**config.mk**
```make
export PLATFORM = sky130hd
export DESIGN_NAME = weighted_priority_level_scheduler_unit
export DESIGN_NICKNAME = d
export VERILOG_FILES = /design/src/design/wpls_pkg.sv /design/src/design/wpls_thr_gen.sv /design/src/design/weighted_priority_level_scheduler_unit.sv
export SDC_FILE = /design/constraint.sdc
export NUM_CORES = 2
export LEC_CHECK = 0
export BUFFER_PORTS_ARGS = -buffer_cell sky130_fd_sc_hd__buf_2
export CAP_MARGIN = 20
export CORE_UTILIZATION = 65
export DETAILED_ROUTE_END_ITERATION = 10
export HOLD_SLACK_MARGIN = 0.1
export PLACE_DENSITY = 0.82
export SETUP_SLACK_MARGIN = 0.4
export SLEW_MARGIN = 20
export SYNTH_ARGS = -nofsm -noshare
export SYNTH_HDL_FRONTEND = slang
export SYNTH_HIERARCHICAL = 1
export SYNTH_SLANG_ARGS = --single-unit
```
**constraint.sdc**
```tcl
create_clock -name clock -period 15.67 [get_ports clock]
set_clock_uncertainty 0.15 [all_clocks]
set_input_delay 0.7835 -clock clock [delete_from_list [all_inputs] [get_ports clock]]
set_output_delay 0.7835 -clock clock [all_outputs]
set_load 0.05 [all_outputs]
```
**src/design/wpls_pkg.sv**
```systemverilog
// Shared types and constants for the weighted priority level scheduler.
// No dependencies; imported by wpls_thr_gen and the top level.
`default_nettype none

package wpls_pkg;

   // Number of priority levels
   localparam int LEVELS     = 8;
   localparam int LVL_W      = $clog2(LEVELS);
   // Fixed widths of the transaction fields
   localparam int MASK_W     = 8;
   localparam int GRANT_W    = 3;
   localparam int ALPHA_W    = 16;
   // Unsigned Q16.8 credit and threshold format
   localparam int Q_W        = 24;
   localparam int FRAC_W     = 8;
   localparam int PROD_W     = Q_W + ALPHA_W;

   localparam logic [Q_W-1:0]     Q_ONE     = Q_W'(256);
   localparam logic [Q_W-1:0]     Q_MAX     = {Q_W{1'b1}};
   localparam logic [ALPHA_W-1:0] ALPHA_RST = ALPHA_W'(512);

   // CSR map: register index is byte address / 4
   localparam int CSR_ADDR_W = 3;
   localparam int CSR_DATA_W = 32;
   localparam logic REG_ALPHA = 1'b0;

   typedef logic [Q_W-1:0] q_type;
   typedef q_type [LEVELS-1:0] thr_arr_type;

   // Threshold build sequencer states
   typedef enum logic {
      BLD_IDLE,
      BLD_RUN
   } bld_state_type;

endpackage

`default_nettype wire

```
**src/design/wpls_thr_gen.sv**
```systemverilog
// Threshold table builder: thr[k] = alpha^(LEVELS-1-k) in saturating Q16.8.
// One multiply per cycle from the top level downward; uses wpls_pkg.
`default_nettype none

module wpls_thr_gen (
   input  logic                          clock,
   input  logic                          reset,
   input  logic                          start,
   input  logic [wpls_pkg::ALPHA_W-1:0]  alpha,
   output logic                          busy,
   output wpls_pkg::thr_arr_type         thr
);
   import wpls_pkg::*;

   bld_state_type           state_ff, state_in;
   logic [LVL_W-1:0]        idx_ff;
   q_type                   c_ff;
   thr_arr_type             thr_ff;
   logic                    load;
   logic [PROD_W-1:0]       prod;
   logic [PROD_W-FRAC_W-1:0] prod_sh;
   q_type                   c_next;

   // Next state
   always_comb begin
      state_in = state_ff;
      unique case (state_ff)
         BLD_IDLE: begin
            if (start) state_in = BLD_RUN;
         end
         BLD_RUN: begin
            if (start)               state_in = BLD_RUN;
            else if (idx_ff == '0)   state_in = BLD_IDLE;
         end
         default: state_in = BLD_IDLE;
      endcase
   end

   // Outputs of the sequencer
   always_comb begin
      load = 1'b0;
      busy = 1'b0;
      unique case (state_ff)
         BLD_IDLE: begin
            busy = 1'b0;
         end
         BLD_RUN: begin
            load = !start;
            busy = 1'b1;
         end
         default: busy = 1'b0;
      endcase
   end

   // Next power of alpha, truncated and saturated
   assign prod    = PROD_W'(c_ff) * PROD_W'(alpha);
   assign prod_sh = prod[PROD_W-1:FRAC_W];
   assign c_next  = (|prod_sh[PROD_W-FRAC_W-1:Q_W]) ? Q_MAX : prod_sh[Q_W-1:0];

   always_ff @(posedge clock) begin
      if (reset) begin
         state_ff <= BLD_RUN;
         idx_ff   <= LVL_W'(LEVELS-1);
         c_ff     <= Q_ONE;
      end else begin
         state_ff <= state_in;
         if (start) begin
            idx_ff <= LVL_W'(LEVELS-1);
            c_ff   <= Q_ONE;
         end else if (load) begin
            idx_ff <= idx_ff - 1'b1;
            c_ff   <= c_next;
         end
      end
   end

   // Table write, one level per cycle
   always_ff @(posedge clock) begin
      for (int k = 0; k < LEVELS; k++) begin
         if (load && (idx_ff == LVL_W'(k))) thr_ff[k] <= c_ff;
      end
   end

   assign thr = thr_ff;

endmodule

`default_nettype wire

```
**src/design/weighted_priority_level_scheduler_unit.sv**
```systemverilog
// Top level of the weighted priority level scheduler: input register, grant
// logic with credit counters, result register and CSR port.
// Depends on wpls_pkg and wpls_thr_gen.
//
//  Channel | Direction | Handshake            | Contents
//  req     | in        | tvalid/tready        | tdata[7:0] nonempty_mask
//  rsp     | out       | tvalid/tready        | tuser[0] grant_valid, tdata[2:0] grant_level
//  csr     | in/out    | psel/penable/pready  | reg 0 @0x0: alpha, Q8.8
//
// One transaction per cycle sustained while rsp is ready and no build runs; a request
// is taken into the input register, and its grant then into the result register.
// The credit update and grant decision is one pass of per-level add/compare.
// After reset and after each alpha write the threshold table is rebuilt by a
// single multiplier; req_tready is low during the build.
// A stalled rsp holds its result while one more request waits in the input register.
`default_nettype none

module weighted_priority_level_scheduler_unit (
   input  logic                              clock,
   input  logic                              reset,
   // request stream
   input  logic                              req_tvalid,
   output logic                              req_tready,
   input  logic [7:0]                        req_tdata,   // [7:0] nonempty_mask
   // result stream
   output logic                              rsp_tvalid,
   input  logic                              rsp_tready,
   output logic [7:0]                        rsp_tdata,   // [2:0] grant_level, [7:3] zero
   output logic [0:0]                        rsp_tuser,   // [0] grant_valid
   // configuration
   input  logic                              csr_psel,
   input  logic                              csr_penable,
   input  logic                              csr_pwrite,
   input  logic [wpls_pkg::CSR_ADDR_W-1:0]   csr_paddr,
   input  logic [wpls_pkg::CSR_DATA_W-1:0]   csr_pwdata,
   output logic [wpls_pkg::CSR_DATA_W-1:0]   csr_prdata,
   output logic                              csr_pready
);
   import wpls_pkg::*;

   logic [ALPHA_W-1:0]  alpha_ff;
   logic                alpha_wr;
   logic                bld_busy;
   thr_arr_type         thr;

   logic                in_valid_ff;
   logic [MASK_W-1:0]   mask_ff;
   logic                rsp_valid_ff;
   logic                gvalid_ff;
   logic [GRANT_W-1:0]  glevel_ff;
   thr_arr_type         credit_ff;

   logic                fire;
   logic [LEVELS-1:0]   lvl_on;
   logic [LEVELS-1:0]   crossed;
   thr_arr_type         credit_in;
   logic [ALPHA_W-1:0]  inc;
   logic [GRANT_W-1:0]  top_lvl;
   logic [GRANT_W-1:0]  grant_in;
   logic                gvalid_in;

   // CSR access
   assign csr_pready = 1'b1;
   assign alpha_wr   = csr_psel && csr_penable && csr_pwrite && csr_pready
                       && (csr_paddr[2] == REG_ALPHA);
   assign csr_prdata = (csr_paddr[2] == REG_ALPHA) ? CSR_DATA_W'(alpha_ff) : '0;

   always_ff @(posedge clock) begin
      if (reset)         alpha_ff <= ALPHA_RST;
      else if (alpha_wr) alpha_ff <= csr_pwdata[ALPHA_W-1:0];
   end

   // Threshold table
   wpls_thr_gen u_thr_gen (
      .clock (clock),
      .reset (reset),
      .start (alpha_wr),
      .alpha (alpha_ff),
      .busy  (bld_busy),
      .thr   (thr)
   );

   // Handshake: the grant pass runs when a request is held, no build runs and the result register can take a value
   assign fire       = in_valid_ff && !bld_busy && (!rsp_valid_ff || rsp_tready);
   assign req_tready = !bld_busy && (!in_valid_ff || fire);

   // Level occupancy; mask bits beyond the level count are dropped
   for (genvar k = 0; k < LEVELS; k++) begin : g_lvl
      if (k < MASK_W) begin : g_in
         assign lvl_on[k] = mask_ff[k];
      end else begin : g_none
         assign lvl_on[k] = 1'b0;
      end
   end

   // Increment is 1.0 when the top level is occupied, else alpha
   assign inc = lvl_on[LEVELS-1] ? ALPHA_W'(Q_ONE) : alpha_ff;

   // Per-level credit add, saturate, compare, subtract
   always_comb begin
      logic [Q_W:0] sum;
      for (int k = 0; k < LEVELS; k++) begin
         sum = {1'b0, credit_ff[k]} + (Q_W+1)'(inc);
         if (sum[Q_W]) sum = {1'b0, Q_MAX};
         crossed[k]   = lvl_on[k] && (sum[Q_W-1:0] >= thr[k]);
         credit_in[k] = credit_ff[k];
         if (lvl_on[k]) credit_in[k] = crossed[k] ? (sum[Q_W-1:0] - thr[k]) : sum[Q_W-1:0];
      end
   end

   // Grant: lowest crossing level, else highest occupied level
   always_comb begin
      top_lvl = '0;
      for (int k = 0; k < LEVELS; k++) begin
         if (lvl_on[k]) top_lvl = GRANT_W'(k);
      end
      grant_in = top_lvl;
      for (int k = LEVELS-1; k >= 0; k--) begin
         if (crossed[k]) grant_in = GRANT_W'(k);
      end
      gvalid_in = |lvl_on;
      if (!gvalid_in) grant_in = '0;
   end

   // Input register
   always_ff @(posedge clock) begin
      if (reset) begin
         in_valid_ff <= 1'b0;
      end else if (req_tready) begin
         in_valid_ff <= req_tvalid;
      end
   end

   always_ff @(posedge clock) begin
      if (req_tready && req_tvalid) mask_ff <= req_tdata[MASK_W-1:0];
   end

   // Credit counters
   always_ff @(posedge clock) begin
      if (reset || alpha_wr) begin
         credit_ff <= '0;
      end else if (fire) begin
         credit_ff <= credit_in;
      end
   end

   // Result register
   always_ff @(posedge clock) begin
      if (reset) begin
         rsp_valid_ff <= 1'b0;
      end else if (fire) begin
         rsp_valid_ff <= 1'b1;
      end else if (rsp_tready) begin
         rsp_valid_ff <= 1'b0;
      end
   end

   always_ff @(posedge clock) begin
      if (fire) begin
         gvalid_ff <= gvalid_in;
         glevel_ff <= grant_in;
      end
   end

   assign rsp_tvalid   = rsp_valid_ff;
   assign rsp_tdata    = {{(8-GRANT_W){1'b0}}, glevel_ff};
   assign rsp_tuser[0] = gvalid_ff;

   // Checks
   a_no_req_in_build: assert property (@(posedge clock) disable iff (reset)
      bld_busy |-> !req_tready)
      else $error("request taken during threshold build");

   a_empty_grant_zero: assert property (@(posedge clock) disable iff (reset)
      (rsp_tvalid && !rsp_tuser[0]) |-> (rsp_tdata == '0))
      else $error("empty grant carries a nonzero level");

   a_alpha_clears: assert property (@(posedge clock) disable iff (reset)
      alpha_wr |=> (credit_ff == '0))
      else $error("credits not cleared after alpha write");

   a_grant_occupied: assert property (@(posedge clock) disable iff (reset)
      (fire && gvalid_in) |-> lvl_on[grant_in[LVL_W-1:0]])
      else $error("granted level has no waiting item");

endmodule

`default_nettype wire

```
# Word-level counts from Yosys, hierarchy flattened
# Index checks and enable logic that the tools add are counted.
[op_classes] addsub=17 n_mul=1 order_cmp=8 eq_ne=7 mux=41 n_bitwise=3 n_reduce_logical=46
[ops] operator="2-to-1 mux 24 bit" count=17
[ops] operator="adder 24 x 16 -> 25 bit" count=8
[ops] operator="greater-or-equal comparator 24 bit" count=8
[ops] operator="subtractor 24 bit" count=8
[ops] operator="multiplier 24 x 16 -> 40 bit" count=1
[ops] operator="2-to-1 mux 16 bit" count=2
[ops] operator="2-to-1 mux 3 bit" count=10
[ops] operator="logical AND 1 bit" count=23
[ops] operator="AND reduction 2 bit" count=8
[ops] operator="OR reduction 8 bit" count=2
[ops] operator="== test 3 bit, second input constant" count=4
[ops] operator="2-to-1 mux 1 bit" count=8
[ops] operator="== test 3 x 2 -> 1 bit, second input constant" count=2
[ops] operator="OR reduction 5 bit" count=1
[ops] operator="logical NOT 1 bit" count=4
[ops] operator="2-to-1 mux 2 bit" count=2
[ops] operator="one-hot mux 1 bit (2 select lines)" count=2
[ops] operator="OR reduction 2 bit" count=2
[ops] operator="== test 3 x 1 -> 1 bit, second input constant" count=1
[ops] operator="logical NOT 3 bit" count=1
[ops] operator="logical OR 1 bit" count=3
[ops] operator="inverter 1 bit" count=3
[ops] operator="OR reduction 3 bit" count=1
[ops] operator="subtractor 3 x 1 -> 3 bit, second input constant" count=1
[ops] operator="nonzero test 2 bit" count=1
[totals] register_bits=442 inputBits=50 word_cells=150

# Longest topological paths before layout
[depth] word_depth=14 mapped_depth=31 depth_no_buf=25

# Cells and area by module
# The synthesis kept the hierarchy.
[modules_own_cells] mod="weighted_priority_level_scheduler_unit" n_inst=1 cells_per_inst=3582 area_per_inst_um2=25569.5 seq_area_each_um2=4083.9
[modules_own_cells] mod="wpls_thr_gen" n_inst=1 cells_per_inst=1759 area_per_inst_um2=19207.2 seq_area_each_um2=6326.1

# Least setup slack after synthesis
# OpenSTA, ideal clock, no wires.
[synth_path] kind="reg-to-reg" startpoint="register mask_ff[7], in the netlist lvl_on[7]" endpoint="register credit_ff[142] (netlist bit)" setup_time_ns=0.116 arrival_ns=6.632 required_ns=15.404 slack_ns=8.771 stages_incl_launch_ff=31 n_path_buf=5 synth_period_minus_slack_ns=6.899 cell_sequence="edfxtp_1 -> buf_2 -> buf_4 -> buf_2 -> buf_1 -> clkbuf_1 -> nor2b_1 -> ha_1 -> fa_1 -> o221ai_1 -> a21oi_1 -> o221a_2 -> a21oi_1 -> o311ai_1 -> a211oi_1 -> a21o_1 -> nor2_1 -> nor2_1 -> ha_1 -> inv_1 -> fa_1 -> a21o_1 -> a211oi_1 -> o21ai_0 -> a221oi_1 -> o21ai_0 -> a2111oi_0 -> nor3_1 -> xnor2_1 -> a32o_1 -> a31o_2"
[synth_via] elab_chain_cells=6 elab_cells_between_ends=7 classes_between="add/sub (2); order compare (1); mux (3); reduce/logical (1)"
[synth_rtl] item="start, declared" line="weighted_priority_level_scheduler_unit.sv:47" rtl="logic [MASK_W-1:0] mask_ff;"
[synth_rtl] item="start signal, assigned" line="weighted_priority_level_scheduler_unit.sv:135" rtl="if (req_tready && req_tvalid) mask_ff <= req_tdata[MASK_W-1:0];"
[synth_rtl] item="2-to-1 mux 16 bit (*)" line="weighted_priority_level_scheduler_unit.sv:97" rtl="assign inc = lvl_on[LEVELS-1] ? ALPHA_W'(Q_ONE) : alpha_ff;"
[synth_rtl] item="adder 24 x 16 -> 25 bit (*)" line="weighted_priority_level_scheduler_unit.sv:103" rtl="sum = {1'b0, credit_ff[k]} + (Q_W+1)'(inc);"
[synth_rtl] item="2-to-1 mux 24 bit (*)" line="weighted_priority_level_scheduler_unit.sv:104" rtl="if (sum[Q_W]) sum = {1'b0, Q_MAX};"
[synth_rtl] item="greater-or-equal comparator 24 bit" line="weighted_priority_level_scheduler_unit.sv:105" rtl="crossed[k] = lvl_on[k] && (sum[Q_W-1:0] >= thr[k]);"
[synth_rtl] item="logical AND 1 bit" line="weighted_priority_level_scheduler_unit.sv:105"
[synth_rtl] item="2-to-1 mux 24 bit (*)" line="weighted_priority_level_scheduler_unit.sv:107" rtl="if (lvl_on[k]) credit_in[k] = crossed[k] ? (sum[Q_W-1:0] - thr[k]) : sum[Q_W-1:0];"
[synth_rtl] item="end signal, assigned" line="weighted_priority_level_scheduler_unit.sv:143" rtl="credit_ff <= credit_in;"
[synth_rtl] item="end, declared" line="weighted_priority_level_scheduler_unit.sv:51" rtl="thr_arr_type credit_ff;"
# Mark *: on every way between the ends. The rest lies on a longest branch, timed or not.
# A chain may end at the register's enable or synchronous reset.

# Final worst setup path
[layout_path] startpoint="register mask_ff[7], in the netlist lvl_on[7]" endpoint="register glevel_ff[2], data pin"
[layout_via] elab_chain_cells=9 elab_cells_between_ends=41 classes_between="add/sub (8); order compare (8); mux (14); bitwise (1); reduce/logical (10)"
[layout_rtl] item="2-to-1 mux 16 bit" line="weighted_priority_level_scheduler_unit.sv:97"
[layout_rtl] item="adder 24 x 16 -> 25 bit" line="weighted_priority_level_scheduler_unit.sv:103"
[layout_rtl] item="2-to-1 mux 24 bit" line="weighted_priority_level_scheduler_unit.sv:104"
[layout_rtl] item="greater-or-equal comparator 24 bit" line="weighted_priority_level_scheduler_unit.sv:105"
[layout_rtl] item="logical AND 1 bit" line="weighted_priority_level_scheduler_unit.sv:105"
[layout_rtl] item="2-to-1 mux 3 bit (4 in a row)" line="weighted_priority_level_scheduler_unit.sv:119" rtl="if (crossed[k]) grant_in = GRANT_W'(k);"
[layout_rtl] item="end signal, assigned" line="weighted_priority_level_scheduler_unit.sv:161" rtl="glevel_ff <= grant_in;"
[layout_rtl] item="end, declared" line="weighted_priority_level_scheduler_unit.sv:50" rtl="logic [GRANT_W-1:0] glevel_ff;"
# Parallel ways exist; a longest one is shown, timed or not.

==> qor.yml <==
worstPathRequired_ns: 15.83
vias_per_cell: 6.37
worstReg2RegEnd: "glevel_ff[2]"
peak_freq_mhz: 118
layout.cells.most_common_list: "sky130_fd_sc_hd__nand2_1 (623), sky130_fd_sc_hd__inv_1 (600), sky130_fd_sc_hd__a21oi_1 (473)"
die_area_sq_um: 68800
clock_tree_from_tritoncts: "done"
die_w_microns: 262
cap_violations: 0
clk_root_buffer_cell: "sky130_fd_sc_hd__clkbuf_16"
grt_start_max_net_pins: 82
totalPowerFinal_uw: 3730
tns_ns: 0
cts.sinks: 394
r2r.worst_path.cells: 23
start_kind: "flip-flop"
cts_setup_buffers: 0
ctsResizeCount: 0
mostFrequentLayoutCell: "sky130_fd_sc_hd__nand2_1"
min-delay-path-class: "input pin to flip-flop"
synth_area_sq_um: 44000
finalHoldViolCount: 0
regToRegSetupSlack_ns: 7.18
ctsHoldBuffers: 0
leak_uw: 0.0215
fillCellCount: 5223
worst_skew_pair.late_latency_ns: 0.63
vias: 39500
register_area_sq_um: 9700
critPathMaxFanout: 38
timing.setup.critical_path_class: "flip-flop to flip-flop"
worstHoldStart: "req_tdata[0]"
path_common_cell: "sky130_fd_sc_hd__buf_4"
place_hpwl_microns: 90900
layout_cells_sized_above_1_pct: 6.47
cts_max_path_buffers: 3
cts.clk_slew.worst_paths_ns: 0.06
floorplan.die.height_microns: 262
endpoint_kind: "flip-flop"
setup_violations: 0
crit-reg2reg-launch: "lvl_on[7]"
power.density_cell_area_nw_per_um2: 79.7
placeableCoreArea_sq_um: 67200
cp_data_arrival_time_ns: 8.65
wl_per_cell_microns: 20.9
start_util_pct: 65.6
syn_area_per_cell_sq_um: 8.29
crit_path_cell_trace: "buf_4 -> buf_4 -> nor2b_1 -> ha_1 -> and4b_1 -> a211o_1 -> maj3_2 -> and4_1 -> or2_1 -> o211a_2 -> o211ai_2 -> nand2b_1 -> fa_1 -> nand3_1 -> a21oi_1 -> o311ai_0 -> a31o_2 -> a21o_1 -> a21oi_1 -> buf_4 -> nand2_1 -> nand2_1 -> nor4_1"
report.final.slew_viol_count: 0
critical-path-top-delay-family: "compound AO/OA/AOI/OAI gates"
groute.usage.overall_pct: 37.1
whs_path_depth: 1
htree_num_levels: 2
io_pins: 94
yosysWarnings: 6
route.detailed.drc: 0
finalCriticalPeriod_ns: 8.49
worst_slew_pin_slew_ns: 1.19
grt_setup_unrepaired: "false"
first_iter_violations: 4424
hold-path-endpoint: "lvl_on[0]"
detail-route-antenna-nets: 0
multi_input_comb_area_sq_um: 31000
drtPass1Iterations: 6
first_pass_grt_wire_length_microns: 203000
finalNetCount: 5995
number_of_global_route_vias_before_repair: 37600
final_cycle_utilization_of_the_critical_path_pct: 54.2
area.growth.synth_to_final_pct: 6.09
globalRoute.totalOverflow: 0
vdd_drop_max_mv: 0.0905
drt-total-wl_microns: 129000
critical_path.n_buffers_inverters: 3
place_congestion: 0.984
worst_path_max_delay_cell: "sky130_fd_sc_hd__o311ai_0"
floorplan.rows: 95
antenna_found_initial: 7
synth_cells: 5316
largest_incremental_delay_on_the_critical_path_ns: 0.84
place.port_buffers: 53
cts_buffers: 48
maxSlewHeadroom_pct: 20.5
run_status: "complete, no violations"
-- state kept, by name, indices dropped and copies added (netlist names) --
| register | flops |
|---|---|
| credit_ff | 168 |
| u_thr_gen/thr | 168 |
| u_thr_gen/c_ff | 24 |
| alpha_ff | 16 |
| lvl_on | 8 |
| glevel_ff | 3 |
| u_thr_gen/idx_ff | 3 |
| in_valid_ff | 1 |
| rsp_tuser | 1 |
| rsp_tvalid | 1 |
| u_thr_gen/state_ff | 1 |
-- per-stage QoR --
step / area (sq um) / utilization, % / hold WS (ns) / setup WS (ns) / instances
finish: 46700 / 69.6 / 0.205 / 7.18 / 6193
global route: 46700 / 69.5 / 0.194 / 6.84 / 6176
CTS: 46700 / 69.5 / 0.176 / 7.52 / 6174
detailed placement: 45000 / 66.9 / 0.300 / 7.59 / 6084
global placement: 45000 / 66.9 / 0.295 / 7.60 / 6084
floorplan: 44100 / - / 0.286 / 8.77 / 5336
-- final cells by class --
type                    instances  area share [%]
diodes                         17          0.0910
repair buffers                137            1.94
flip-flops and latches        394            20.7
inverters                     603            4.84
well taps                     873            2.34
multi-input cells            4079            66.4
clock inverters                33           0.865
clock buffers                  57            2.77
-- worst max path at each step --
stage	start	to	slack (ns)	depth (start not counted)
floorplan	lvl_on[7]	credit_ff[142]	8.77	30
global placement	lvl_on[7]	glevel_ff[2]	7.60	23
detailed placement	lvl_on[7]	glevel_ff[0]	7.59	26
CTS	lvl_on[7]	credit_ff[120]	7.52	27
global route	lvl_on[7]	glevel_ff[2]	6.84	23
finish	lvl_on[7]	glevel_ff[2]	7.18	23
-- routing by layer --
layer | global-route usage, % | vias up | routed length (microns)
met2 | 56.9 | 2131 | 55500
met5 | 0 | - | 43
met1 | 50.5 | 18700 | 52000
met3 | 7.02 | 386 | 14900
li1 | - | 18300 | -
met4 | 17.6 | 6 | 6670
-- report_power, final --
group / internal (uW) / switching, uW
registers: 1170 / 70.2
clock network: 726 / 497
logic: 388 / 873
total: 2290 / 1440
No activity file was read; power rests on OpenSTA's default activity.
